**src/rtl/mcch_pkg.sv**
```systemverilog
// shared types, constants and state codes for the convex hull block
package mcch_pkg;

  localparam int MAX_POINTS = 32;
  localparam int COORD_BITS = 16;
  localparam int CNT_W      = $clog2(MAX_POINTS + 1);
  localparam int IDX_W      = $clog2(MAX_POINTS);
  localparam int STK_DEPTH  = 2 * MAX_POINTS;
  localparam int STK_AW     = $clog2(STK_DEPTH);
  localparam int LEN_W      = $clog2(STK_DEPTH + 1);
  localparam int DIFF_W     = COORD_BITS + 1;
  localparam int PROD_W     = 2 * DIFF_W;
  localparam int CQ_DEPTH   = 4;
  localparam int CQ_AW      = $clog2(CQ_DEPTH);
  localparam int OQ_DEPTH   = 4;
  localparam int OQ_AW      = $clog2(OQ_DEPTH);

  localparam logic [1:0] ST_OK  = 2'd0;
  localparam logic [1:0] ST_FEW = 2'd1;
  localparam logic [1:0] ST_OV  = 2'd2;

  typedef struct packed {
    logic signed [COORD_BITS-1:0] point_x;
    logic signed [COORD_BITS-1:0] point_y;
    logic                         last_in;
  } in_item_t;

  typedef struct packed {
    logic signed [COORD_BITS-1:0] hull_x;
    logic signed [COORD_BITS-1:0] hull_y;
    logic                         last_out;
    logic [1:0]                   status;
  } out_item_t;

  typedef struct packed {
    logic signed [COORD_BITS-1:0] x;
    logic signed [COORD_BITS-1:0] y;
  } point_t;

  typedef enum logic [2:0] {
    CMD_STORE,
    CMD_TRIPLE,
    CMD_HULL,
    CMD_ERR_FEW,
    CMD_ERR_OV
  } cmd_kind_t;

  typedef struct packed {
    cmd_kind_t kind;
    point_t    pt;
  } cmd_t;

  typedef enum logic [3:0] {
    B_IDLE,
    B_ERR,
    B_TRIPLE,
    B_PUSH,
    B_DIFF,
    B_MUL,
    B_CMP,
    B_RELOAD,
    B_NEXT,
    B_LPUSH0,
    B_LPUSH1,
    B_EMIT_RD,
    B_EMIT_WR
  } back_state_t;

endpackage

```
**src/rtl/mcch_outq.sv**
```systemverilog
// result queue between the back end and the result ports
module mcch_outq (
  input  logic                clk,
  input  logic                rst_n,
  input  logic                res_push,
  input  mcch_pkg::out_item_t res_item,
  output logic                res_full,
  input  logic                out_pop,
  output logic                out_empty,
  output mcch_pkg::out_item_t out_item
);
  import mcch_pkg::*;

  out_item_t        oq_mem [OQ_DEPTH];
  logic [OQ_AW-1:0] wr_ptr_r, rd_ptr_r;
  logic [OQ_AW:0]   lvl_r, lvl_nxt;
  logic             do_push, do_pop;

  assign res_full  = (lvl_r == (OQ_AW+1)'(OQ_DEPTH));
  assign out_empty = (lvl_r == '0);
  assign out_item  = oq_mem[rd_ptr_r];
  assign do_push   = res_push && !res_full;
  assign do_pop    = out_pop && !out_empty;

  always_comb begin
    lvl_nxt = lvl_r;
    if (do_push && !do_pop) begin
      lvl_nxt = lvl_r + (OQ_AW+1)'(1);
    end else if (!do_push && do_pop) begin
      lvl_nxt = lvl_r - (OQ_AW+1)'(1);
    end
  end

  always_ff @(posedge clk) begin
    if (!rst_n) begin
      wr_ptr_r <= '0;
      rd_ptr_r <= '0;
      lvl_r    <= '0;
    end else begin
      lvl_r <= lvl_nxt;
      if (do_push) wr_ptr_r <= wr_ptr_r + OQ_AW'(1);
      if (do_pop)  rd_ptr_r <= rd_ptr_r + OQ_AW'(1);
    end
  end

  always_ff @(posedge clk) begin
    if (do_push) begin
      oq_mem[wr_ptr_r] <= res_item;
    end
  end

endmodule

```
**config.mk**
```make
export PLATFORM = sky130hd
export DESIGN_NAME = mcch_outq
export DESIGN_NICKNAME = d
export VERILOG_FILES = /design/src/rtl/mcch_pkg.sv /design/src/rtl/mcch_outq.sv
export SDC_FILE = /design/constraint.sdc
export NUM_CORES = 1
export LEC_CHECK = 0
export BUFFER_PORTS_ARGS = -buffer_cell sky130_fd_sc_hd__clkbuf_2
export CAP_MARGIN = 30
export CORE_MARGIN = 2
export CORE_UTILIZATION = 35
export CTS_BUF_LIST = sky130_fd_sc_hd__clkbuf_4
export CTS_CLUSTER_SIZE = 30
export DETAILED_ROUTE_END_ITERATION = 7
export PLACE_DENSITY = 0.58
export SETUP_SLACK_MARGIN = 0.4
export SYNTH_ARGS = -nofsm -noshare
export SYNTH_HDL_FRONTEND = slang
export SYNTH_SLANG_ARGS = --single-unit
```
**constraint.sdc**
```tcl
create_clock -name clk -period 2.3 [get_ports clk]
set_clock_uncertainty 0.15 [all_clocks]
set_input_delay 0.115 -clock clk [delete_from_list [all_inputs] [get_ports clk]]
set_output_delay 0.115 -clock clk [all_outputs]
set_load 0.05 [all_outputs]
```
Word level (Yosys, flattened, before mapping)
Memories as Yosys holds them, arrays and structs flattened. A register that Yosys moved wholly into a read port is not among the register bits.
Index checks and enable logic that the tools add are counted.
{ "totals": {"word_cells": 25, "reg_bits": 7, "mem_count": 1, "out_inout_bits": 37, "input_bits": 39, "ramBits": 140} }
{ "memory_table": {"columns": ["name", "depth", "width", "rd", "rd_ports_with_merged_regs", "wr", "line", "source"], "rows": [
  ["oq_mem", 4, 35, 1, 1, 1, "mcch_outq.sv:14", "out_item_t oq_mem [OQ_DEPTH];"]
]} }
{ "classes": {"n_mux": 6, "addsub": 4, "eq_ne": 1, "n_reduce_logical": 10} }
{ "ops": {"columns": ["cell", "count"], "rows": [
  ["3-bit 2-to-1 mux", 2],
  ["2-bit by 1-bit adder with 2-bit output, second input constant", 2],
  ["1-bit logical AND", 4],
  ["1-bit zero test", 4],
  ["2-bit 2-to-1 mux", 2],
  ["3-bit by 1-bit adder with 3-bit output, second input constant", 1],
  ["3-bit equality test, second input constant", 1],
  ["3-bit zero test", 1],
  ["3-bit by 1-bit subtractor with 3-bit output, second input constant", 1],
  ["1-bit 2-to-1 mux", 2],
  ["2-bit nonzero test", 1]
]} }

Longest topological paths before layout
{ "depth": {"ltp_word": 7, "ltp_mapped": 9, "mapped_depth_nobuf": 8} }

Worst setup path before layout
No wires, ideal clock.
{ "synth_timing": {"path_kind": "register to register", "start": "reg lvl_r[2]", "end": "reg lvl_r[2]", "setup_time_ps": 76, "period_less_slack_ps": 2536, "stages_incl_launch_ff": 10, "setup_slack_ps": -236, "arrival_time_ps": 2311, "required_time_ps": 2074, "n_path_buf": 1, "path_cell_list": "dfxtp_1 nor3b_2 nor2b_1 buf_6 ha_1 inv_1 fa_1 xor2_1 or3_1 a21boi_0"} }
{ "synth_via": {"elab_chain_len": 6, "word_cells_on_any_way": 15, "classes_between": "add/sub: 2; eq/ne: 1; mux: 2; reduce/logical: 10"} }
{ "synth_rtl": {"columns": ["element", "line", "source"], "rows": [
  ["from (decl)", "mcch_outq.sv:16", "logic [OQ_AW:0] lvl_r, lvl_nxt;"],
  ["from (signal assigned)", "mcch_outq.sv:40", "lvl_r <= lvl_nxt;"],
  ["3-bit equality test (*)", "mcch_outq.sv:19", "assign res_full = (lvl_r == (OQ_AW+1)'(OQ_DEPTH));"],
  ["named net res_full", "mcch_outq.sv:7", "output logic res_full,"],
  ["1-bit zero test (*)", "mcch_outq.sv:22", "assign do_push = res_push && !res_full;"],
  ["1-bit logical AND (*)", "mcch_outq.sv:22", null],
  ["named net do_push", "mcch_outq.sv:17", "logic do_push, do_pop;"],
  ["1-bit zero test", "mcch_outq.sv:29", "end else if (!do_push && do_pop) begin"],
  ["1-bit logical AND", "mcch_outq.sv:29", null],
  ["2-bit nonzero test (no line)", null, null]
]} }
Mark *: on every way through the listed nets, which the timed path passes. The rest lies on a longest branch. The select of a mux whose other input is x is not followed.
A chain may end at the register's enable or synchronous reset.

==> results.json <==
{
  "antenna_cells": 0,
  "synth_fp_nets": 276,
  "powerDensity_nw_per_um2": 1102,
  "cp_max_fo": 5,
  "fin_crit_ps": 2171,
  "finalHoldViolCount": 0,
  "core_area_um2": 15770,
  "yosysUniqueCellTypes": 25,
  "leakage_nw": 2.670,
  "min-delay-start": "res_item[25]",
  "hold_class": "input port to flip-flop",
  "via_per_inst": 4.477,
  "ant_nets": 0,
  "rsz0062_at_grt": "true",
  "dr_total_vias": 2789,
  "slowest_delay_ps": 520,
  "grt-ovfl-total": 0,
  "finalSetupViolCount": 0,
  "grt_pass1_wl_um": 15320,
  "finalSetupTns_ps": 0,
  "synth_top_area_cell": "edfxtp_1",
  "first_iter_violations": 143,
  "cp_top_family": "multiplexers",
  "num_io_pins": 76,
  "maxCapViolations": 0,
  "seq_area_frac_synth_pct": 78.41,
  "io_buffer_count": 75,
  "synth_seq_cells": 149,
  "wl_per_cell_um": 17.50,
  "endpoint_kind": "primary output",
  "cp.arrival_ps": 1910,
  "syn_area_per_cell_um2": 24.21,
  "final_common_cell": "edfxtp_1",
  "start_kind": "flip-flop",
  "cp.required_ps": 2040,
  "dieArea_um2": 17000,
  "start_util_pct": 35.46,
  "synth_cells": 231,
  "insertion_delay_ps": 540,
  "synth_area_um2": 5592,
  "drive_gt1_share_pct": 48.16,
  "h-tree-depth": 4,
  "slew-limit-headroom_pct": 77.30,
  "dpl.hpwl_um": 5977,
  "yosys-top-cells-area": "edfxtp_1, mux4_2, dfxtp_1",
  "cts_tree": "done",
  "ir_drop_uv": 618.6,
  "die-width_um": 130.4,
  "ctsRootBufferMaster": "clkbuf_4",
  "slew_violations": 0,
  "netlist.area_leader.share_pct": 75.18,
  "drc_errors": 0,
  "area_growth_pct": 37.44,
  "row_count": 46,
  "path_clk_slew_ps": 120,
  "final_cell_mix": "edfxtp_1, clkbuf_2, dlygate4sd3_1",
  "place_congestion": 0.6514,
  "path_cells": "buf_12 > buf_16 > mux4_2 > buf_8",
  "gr-usage-all-layers_pct": 12.81,
  "min_period_over_period_pct": 94.39,
  "die_y_um": 130.4,
  "outcome": "finished, final reports clean",
  "r2r-start": "lvl_r[2]",
  "clock-sinks": 149,
  "nNetsFinal": 439,
  "antenna_found_initial": 0,
  "first_pass_iters": 4,
  "numCtsBuffers": 17,
  "cts.path.max_buffers": 2,
  "whs_ps": 173.7,
  "criticalPathCategory": "flip-flop to primary output",
  "crit_slowest_cell": "mux4_2",
  "grt_start_max_net_pins": 23,
  "grt_pass1_vias": 2841,
  "crit_buf_inv": 3,
  "tightest_slew_ps": 340.5,
  "yosysWarningCount": 0,
  "routed_wl_um": 10900,
  "fmax_mhz": 460.6
}
flip-flops by register name (all words and copies together) (netlist names), named ones only:
signal	flops
rd_ptr_r	2
wr_ptr_r	2
oq_mem	140
lvl_r	3
per-layer routing:
metal,vias to the layer above,GRT usage (%),routed length (µm)
met4,0,5.257,156
met1,1421,14.76,4680
met5,-,0,0
li1,1294,-,-
met2,59,22.08,5665
met3,15,4.357,399
cells in the mapped netlist, drive strengths merged:
master	count
dfxtp	9
edfxtp	140
o31ai	1
nand2	4
o311ai	1
xnor2	3
fa	1
mux2i	3
ha	5
nor2b	2
inv	3
o21ai	1
xor2	1
clkbuf	2
nor3b	1
buf	8
mux4	35
a21boi	1
and2	8
or3	1
nor3	1
cell families after synthesis:
kind of cell,count (synthesis),synth area share [%]
flops,149,78.41
simple gates,17,1.812
fa+ha+maj,6,1.477
xor+xnor,4,0.6267
compound gates,4,0.6041
buf+inv,13,2.103
mux,38,14.97
area by class of cell:
cell class,instances,area [µm²]
clock buffers,17,127.6
clock inverters,15,92.59
fillers,1351,8085
inverters,3,11.26
multi-input cells,70,1134
flip-flops and latches,149,4400
well taps,216,270.3
repair buffers,153,1649
where the power goes:
| part | internal (mW) | total [mW] | switching [mW] | leakage [nW] |
|---|---|---|---|---|
| logic | 1.73 | 3.75 | 2.02 | 1.20 |
| clock network | 0.406 | 1.30 | 0.899 | 0.112 |
| registers | 3.30 | 3.42 | 0.119 | 1.36 |
repair_timing:
action                                  CTS  global route
gates resized for setup                  81            34
pin swaps                                 4             5
buffers inserted                          8            11
hold buffers                             38             0
endpoints found under the hold margin   149             0
cloned                                    2             7
endpoints found under the setup margin   91           131
final timing paths:
path,to,slack [ps],cells after the start
worst max-delay path,out_item[9],130,4
worst min-delay path,oq_mem[0][25],170,2
worst max register to register,lvl_r[2],260,9
worst min register to register,wr_ptr_r[1],350,2
metrics by stage:
stage	instance area [µm²]	setup slack [ps]	utilization (%)	total power [mW]	instances
finish	7685	129.0	48.73	8.472	623
global placement	6314	153.4	40.03	6.224	525
floorplan	5624	66.04	-	5.672	231
CTS	7360	29.71	46.67	8.369	605
global route	7685	24.73	48.73	8.853	623
detailed placement	6314	69.90	40.03	6.250	525
(Power assumes the default switching activity.)
