`src/rtl/mcch_pkg.sv`:
```
// shared types, constants and state codes for the convex hull block
package mcch_pkg;

  localparam int MAX_POINTS = 32;
  localparam int COORD_BITS = 16;
  localparam int CNT_W      = $clog2(MAX_POINTS + 1);
  localparam int IDX_W      = $clog2(MAX_POINTS);
  localparam int STK_DEPTH  = 2 * MAX_POINTS;
  localparam int STK_AW     = $clog2(STK_DEPTH);
  localparam int LEN_W      = $clog2(STK_DEPTH + 1);
  localparam int DIFF_W     = COORD_BITS + 1;
  localparam int PROD_W     = 2 * DIFF_W;
  localparam int CQ_DEPTH   = 4;
  localparam int CQ_AW      = $clog2(CQ_DEPTH);
  localparam int OQ_DEPTH   = 4;
  localparam int OQ_AW      = $clog2(OQ_DEPTH);

  localparam logic [1:0] ST_OK  = 2'd0;
  localparam logic [1:0] ST_FEW = 2'd1;
  localparam logic [1:0] ST_OV  = 2'd2;

  typedef struct packed {
    logic signed [COORD_BITS-1:0] point_x;
    logic signed [COORD_BITS-1:0] point_y;
    logic                         last_in;
  } in_item_t;

  typedef struct packed {
    logic signed [COORD_BITS-1:0] hull_x;
    logic signed [COORD_BITS-1:0] hull_y;
    logic                         last_out;
    logic [1:0]                   status;
  } out_item_t;

  typedef struct packed {
    logic signed [COORD_BITS-1:0] x;
    logic signed [COORD_BITS-1:0] y;
  } point_t;

  typedef enum logic [2:0] {
    CMD_STORE,
    CMD_TRIPLE,
    CMD_HULL,
    CMD_ERR_FEW,
    CMD_ERR_OV
  } cmd_kind_t;

  typedef struct packed {
    cmd_kind_t kind;
    point_t    pt;
  } cmd_t;

  typedef enum logic [3:0] {
    B_IDLE,
    B_ERR,
    B_TRIPLE,
    B_PUSH,
    B_DIFF,
    B_MUL,
    B_CMP,
    B_RELOAD,
    B_NEXT,
    B_LPUSH0,
    B_LPUSH1,
    B_EMIT_RD,
    B_EMIT_WR
  } back_state_t;

endpackage

```
`src/rtl/mcch_front.sv`:
```
// front end: takes items, counts the set, classifies and queues commands
module mcch_front (
  input  logic             clk,
  input  logic             rst_n,
  input  logic             in_push,
  output logic             in_full,
  input  mcch_pkg::in_item_t in_item,
  input  logic             cmd_pop,
  output logic             cmd_empty,
  output mcch_pkg::cmd_t   cmd_head
);
  import mcch_pkg::*;

  logic [CNT_W-1:0] count_r, count_nxt;
  logic             ov_r, ov_nxt;
  cmd_t             cq_mem [CQ_DEPTH];
  logic [CQ_AW-1:0] wr_ptr_r, rd_ptr_r;
  logic [CQ_AW:0]   lvl_r, lvl_nxt;
  logic             accept, cmd_vld;
  cmd_t             cmd_new;

  assign accept    = in_push && !in_full;
  assign in_full   = (lvl_r == (CQ_AW+1)'(CQ_DEPTH));
  assign cmd_empty = (lvl_r == '0);
  assign cmd_head  = cq_mem[rd_ptr_r];

  // classify
  always_comb begin
    cmd_vld      = 1'b0;
    cmd_new.kind = CMD_STORE;
    cmd_new.pt.x = in_item.point_x;
    cmd_new.pt.y = in_item.point_y;
    count_nxt    = count_r;
    ov_nxt       = ov_r;
    if (accept) begin
      if (in_item.last_in) begin
        cmd_vld   = 1'b1;
        count_nxt = '0;
        ov_nxt    = 1'b0;
        if (ov_r || (count_r == CNT_W'(MAX_POINTS))) begin
          cmd_new.kind = CMD_ERR_OV;
        end else if (count_r < CNT_W'(2)) begin
          cmd_new.kind = CMD_ERR_FEW;
        end else if (count_r == CNT_W'(2)) begin
          cmd_new.kind = CMD_TRIPLE;
        end else begin
          cmd_new.kind = CMD_HULL;
        end
      end else if (count_r < CNT_W'(MAX_POINTS)) begin
        cmd_vld   = 1'b1;
        count_nxt = count_r + CNT_W'(1);
      end else begin
        ov_nxt = 1'b1;
      end
    end
  end

  always_comb begin
    lvl_nxt = lvl_r;
    if (cmd_vld && !(cmd_pop && !cmd_empty)) begin
      lvl_nxt = lvl_r + (CQ_AW+1)'(1);
    end else if (!cmd_vld && cmd_pop && !cmd_empty) begin
      lvl_nxt = lvl_r - (CQ_AW+1)'(1);
    end
  end

  always_ff @(posedge clk) begin
    if (!rst_n) begin
      count_r  <= '0;
      ov_r     <= 1'b0;
      wr_ptr_r <= '0;
      rd_ptr_r <= '0;
      lvl_r    <= '0;
    end else begin
      count_r <= count_nxt;
      ov_r    <= ov_nxt;
      lvl_r   <= lvl_nxt;
      if (cmd_vld) begin
        wr_ptr_r <= wr_ptr_r + CQ_AW'(1);
      end
      if (cmd_pop && !cmd_empty) begin
        rd_ptr_r <= rd_ptr_r + CQ_AW'(1);
      end
    end
  end

  always_ff @(posedge clk) begin
    if (cmd_vld) begin
      cq_mem[wr_ptr_r] <= cmd_new;
    end
  end

endmodule

```
`config.mk`:
```
export PLATFORM = sky130hd
export DESIGN_NAME = mcch_front
export DESIGN_NICKNAME = d
export VERILOG_FILES = /design/src/rtl/mcch_pkg.sv /design/src/rtl/mcch_front.sv
export SDC_FILE = /design/constraint.sdc
export NUM_CORES = 1
export LEC_CHECK = 0
export ABC_AREA = 1
export BUFFER_PORTS_ARGS = -buffer_cell sky130_fd_sc_hd__buf_4
export CORE_UTILIZATION = 54
export DETAILED_ROUTE_END_ITERATION = 6
export GPL_TIMING_DRIVEN = 1
export PLACE_DENSITY = 0.85
export SETUP_SLACK_MARGIN = 0.2
export SLEW_MARGIN = 5
export SYNTH_ARGS = -nofsm -noshare
export SYNTH_HDL_FRONTEND = slang
export SYNTH_SLANG_ARGS = --single-unit
```
`constraint.sdc`:
```
create_clock -name clk -period 3.5 [get_ports clk]
set_clock_uncertainty 0.15 [all_clocks]
set_input_delay 0.175 -clock clk [delete_from_list [all_inputs] [get_ports clk]]
set_output_delay 0.175 -clock clk [all_outputs]
set_load 0.02 [all_outputs]
```
# ---- Word-level counts from Yosys, hierarchy flattened
# Memories as Yosys holds them, arrays and structs flattened. A register that Yosys moved wholly into a read port is not among the register bits.
# Cells that the tools add are included.
dict set report op_classes {
  reduce_logical 15
  mux 18
  add_sub_neg 5
  eq_ne 4
  n_lt_le_gt_ge 2
}
# operator count
set ops {}
lappend ops {{$mux 3} 5}
lappend ops {{$mux 6} 2}
lappend ops {{$mux 2} 4}
lappend ops {{$mux 1} 7}
lappend ops {{$add 6x1->6 const B} 1}
lappend ops {{$eq 6x2->1 const B} 1}
lappend ops {{$eq 6x6->1 const B} 1}
lappend ops {{$lt 6x2->1 const B} 1}
lappend ops {{$lt 6x6->1 const B} 1}
lappend ops {{$logic_and 1x1->1} 5}
lappend ops {{$add 2x1->2 const B} 2}
lappend ops {{$logic_not 1->1} 4}
lappend ops {{$reduce_and 2->1} 2}
lappend ops {{$reduce_bool 2->1} 2}
lappend ops {{$add 3x1->3 const B} 1}
lappend ops {{$eq 3x3->1 const B} 1}
lappend ops {{$logic_not 3->1} 1}
lappend ops {{$sub 3x1->3 const B} 1}
lappend ops {{$ne 2x2->1 const B} 1}
lappend ops {{$logic_or 1x1->1} 1}
dict set report word_totals {
  n_memories 1
  mem_bits_rw 140
  inputBits 37
  wordCells 50
  register_bits 14
}
# name depth word_bits read_ports rd_clocked_by_memory_dff wr line_no
set memory_table {}
lappend memory_table {cq_mem 4 35 1 1 1 mcch_front.sv:16} ;# cmd_t cq_mem [CQ_DEPTH];

# ---- Logic depth before layout (Yosys ltp)
dict set report logic_depth {
  ltp_word 9
  ltp_mapped 12
  mapped_depth_nobuf 12
}

# ---- Worst setup path before layout
# OpenSTA, ideal clock, no wires.
dict set report synth_timing {
  path_kind {register -> register}
  from {register lvl_r[0]}
  to {memory cq_mem[0][0] (netlist name), enable pin}
  path_stages_with_launch 6
  arrival_ns 2.293
  setup_time_ns 0.428
  required_time_ns 2.922
  setup_slack_ns 0.629
  path_cell_list {dfxtp_1 -> nor2_4 -> nand2_4 -> nand3_4 -> buf_6 -> nor2_1}
}
dict set report synth_between {
  elab_chain_len 6
}
# item line_no
set synth_lines {}
lappend synth_lines {{from (decl)} mcch_front.sv:18} ;# logic [CQ_AW:0] lvl_r, lvl_nxt;
lappend synth_lines {{from (signal assigned)} mcch_front.sv:77} ;# lvl_r <= lvl_nxt;
lappend synth_lines {{$eq 3x3->1} mcch_front.sv:23} ;# assign in_full = (lvl_r == (CQ_AW+1)'(CQ_DEPTH));
lappend synth_lines {{$logic_not 1->1} mcch_front.sv:22} ;# assign accept = in_push && !in_full;
lappend synth_lines {{$logic_and 1x1->1} mcch_front.sv:22}
lappend synth_lines {{$mux 1} mcch_front.sv:35} ;# if (accept) begin
lappend synth_lines {{$mux 1} mcch_front.sv:88} ;# if (cmd_vld) begin
lappend synth_lines {{$mux 1 (implied by the code)} mcch_front.sv:89} ;# cq_mem[wr_ptr_r] <= cmd_new;
lappend synth_lines {{to (decl)} mcch_front.sv:16}
# No other way between the ends.

# ---- Final worst setup path
dict set report layout_timing {
  from {register lvl_r[0]}
  to {register lvl_r[2]}
}
dict set report layout_between {
  elab_chain_len 8
  word_cells_on_any_way 17
}
# item line_no
set layout_lines {}
lappend layout_lines {{$eq 3x3->1} mcch_front.sv:23}
lappend layout_lines {{$logic_not 1->1} mcch_front.sv:22}
lappend layout_lines {{$logic_and 1x1->1} mcch_front.sv:22}
lappend layout_lines {{$mux 1} mcch_front.sv:35}
lappend layout_lines {{$logic_not 1->1} mcch_front.sv:62} ;# end else if (!cmd_vld && cmd_pop && !cmd_empty) begin
lappend layout_lines {{$logic_and 1x1->1 (2 in series)} mcch_front.sv:62}
lappend layout_lines {{$reduce_bool 2->1 (no line)} --}
# Parallel ways exist; a longest one is shown, timed or not. The select of a mux whose other input is x is not followed.
# A chain may end at the register's enable or synchronous reset.

==> impl_metrics.ini <==
[status]
status = finished clean

[synth]
synth-seq-cells = 156
synth_nets = 513
synth_area_leader_cell = edfxtp_1
synthTopCellsByCount = edfxtp_1 (140), nor2_1 (86), o21ai_0 (69), o22ai_1 (35), inv_1 (21)
syn_inst = 469
synthFlopType = edfxtp_1
synth_top_area_share_pct = 69.2
yosysMostFrequentCell = edfxtp_1
seq_area_frac_synth_pct = 74.5
syn_area_per_cell_um2 = 13.0
synth_top_cells_by_area = edfxtp_1 (69%), o21ai_0 (5.7%), nor2_1 (5.3%)
syn_area_mm2 = 0.00608
synth_edf_count = 140
async_flop_share_pct = 0
synthesis.yosys.warnings = 0
synth.distinct_cells = 24

[placement]
gp_congestion = 0.798
hpwl_um = 7350
dp_cells = 663
port_buffers = 73

[job]
max_cap_viol_count = 0

[final_layout]
fin_nets = 625
layout-drive-gt1-share_pct = 21.1
antenna_cells = 0
final_cells = 733
area_delta_synth_final_pct = 25.9

[sta]
finalCriticalPeriod_ns = 3.12
tightest_slew_ns = 1.14
hold_ws_ns = 0.246
rsz0062_at_grt = no
fin_crit_sh_pct = 89.2
setup_viol = 0
max_freq_mhz = 320
slew_headroom_pct = 23.6
slew_violations = 0
final_hold_viol_count = 0
finalSetupTns_ns = 0

[critical_path]
r2r_start = lvl_r[0]$_SDFFE_PN0P_
worstSetupPathType = reg2reg
setup.worst_path.start = lvl_r[0]$_SDFFE_PN0P_
critPathLaunchType = flop
critPathMaxFanout = 5
cp.arrival_ns = 3.38
crit_required_ns = 3.76
worstSetupEndpointType = flop

[clock_network]
cts-htree-levels = 4
post_cts_buffers = 0
cts_hold_buf = 39
cts_buffers = 17
cts_num_sinks = 156
cts_root_buf = clkbuf_8
clkTransAtPathRegs_ns = 0.06
cts_tree = built
clock_path_buffers = 2
cts_resized = 0
clk_latency_ns = 0.53

[floorplan]
die_h_um = 108
io_pins = 74
die_x_um = 108
initial_core_util_pct = 55.8
fp.dieArea_mm2 = 0.0117
core_region_area_mm2 = 0.0109
rows = 38

[route]
drt-pass1-iter-count = 5
wl_um = 13400
drc = 0
wl_per_cell_um = 18.2
vias_per_cell = 5.76
vias = 4221
drt_iter0_markers = 425
ant_nets = 0

[worst_hold_path]
hp-class = in2reg
hp-start = in_item[29]

[grt]
overflow = 0
grtUsageTotal_pct = 24.0
grt_max_degree = 71
antenna_found_initial = 0
grt_pass1_vias = 4217
grt_pass1_wl_um = 20400

[pwr]
p_leak_uw = 0.00277
ir_worst_vdd_v = 0.000415
powerDensity_mw_per_mm2 = 685
==> cells in the final DEF, fill, tap and decap left out, drive strengths merged <==
cell type / n
edfxtp: 140
nor2: 88
buf: 77
o21ai: 76
dlygate4sd3: 39
o22ai: 35
inv: 27
nand2: 25
clkbuf: 21
dfxtp: 16
a21oi: 14
nand3: 10
clkinv: 7
ha: 6
nor3: 6
nand4: 2
clkinvlp: 2
fa: 1
bufinv: 1
==> state kept, by name, summed over array words and instances, names as in the netlist, named ones only <==
| signal | count |
|---|---|
| ov_r | 1 |
| lvl_r | 3 |
| rd_ptr_r | 2 |
| wr_ptr_r | 2 |
| cq_mem | 140 |
| count_r | 6 |
==> power breakdown <==
part	switching, uW	internal, uW
clock network	677	925
logic	868	470
registers	68.3	2230
total	1610	3630
==> routing by layer <==
layer  wire [um]  share of wire (%)  vias to the layer above  track usage, %
li1            -                  -                     1918               -
met1        5240                 39                     2068            28.1
met2        6850                 51                      203            40.8
met3         974                7.3                       32            7.47
met4         300                2.2                        0            10.3
met5           0                  0                        -               0
==> worst max-delay path, cell delays in order (launching register included) <==
cell           delay [ns]
dfxtp_1              0.42
nor2_4               0.08
nand2_4              0.09
nand2_4              0.06
nor2_4               0.14
nand2_2              0.11
fa_1                 0.41
inv_1                0.08
nand3_1              0.09
nand2_1              0.10
nand3_1              0.09
nand2_1              0.06
dlygate4sd3_1        0.54
nor2_1               0.04
dlygate4sd3_1        0.56
==> cell families after synthesis <==
kind of cell	Yosys count	synth area share [%]
buffers and inverters	50	3.38
AOI/OAI and AO/OA	125	11.0
adders and majority gates	7	1.57
DFF	156	74.5
and+or+nand+nor	131	9.58
==> worst paths after layout <==
kind | slack (ns) | to | depth (start not counted)
worst min-delay path | 0.25 | cq_mem[3][28]$_DFFE_PP_ | 2
worst min register to register | 0.33 | flop | 1
worst max register to register | 0.38 | lvl_r[2]$_SDFFE_PN0P_ | 14
worst max-delay path | 0.38 | lvl_r[2]$_SDFFE_PN0P_ | 14
==> metrics by stage <==
stage          utilization [%]  total power, uW  area, um^2  setup slack [ns]
6_report                  70.3             5240        7650             0.379
5_1_grt                   70.3             5430        7650             0.249
4_1_cts                   70.3             5240        7650             0.436
3_5_place_dp              62.1             3610        6760              1.19
3_3_place_gp              62.1             3550        6760              1.23
2_1_floorplan                -             3120        6080             0.629
==> layout make-up <==
class / count / area [um^2]
Inverter: 27 / 101
Timing Repair Buffer: 116 / 968
Multi-Input combinational cell: 263 / 1380
Clock inverter: 10 / 76.3
Clock buffer: 21 / 429
Sequential cell: 156 / 4530
Fill cell: 695 / 3240
Tap cell: 140 / 175
(Power assumes the default switching activity.)
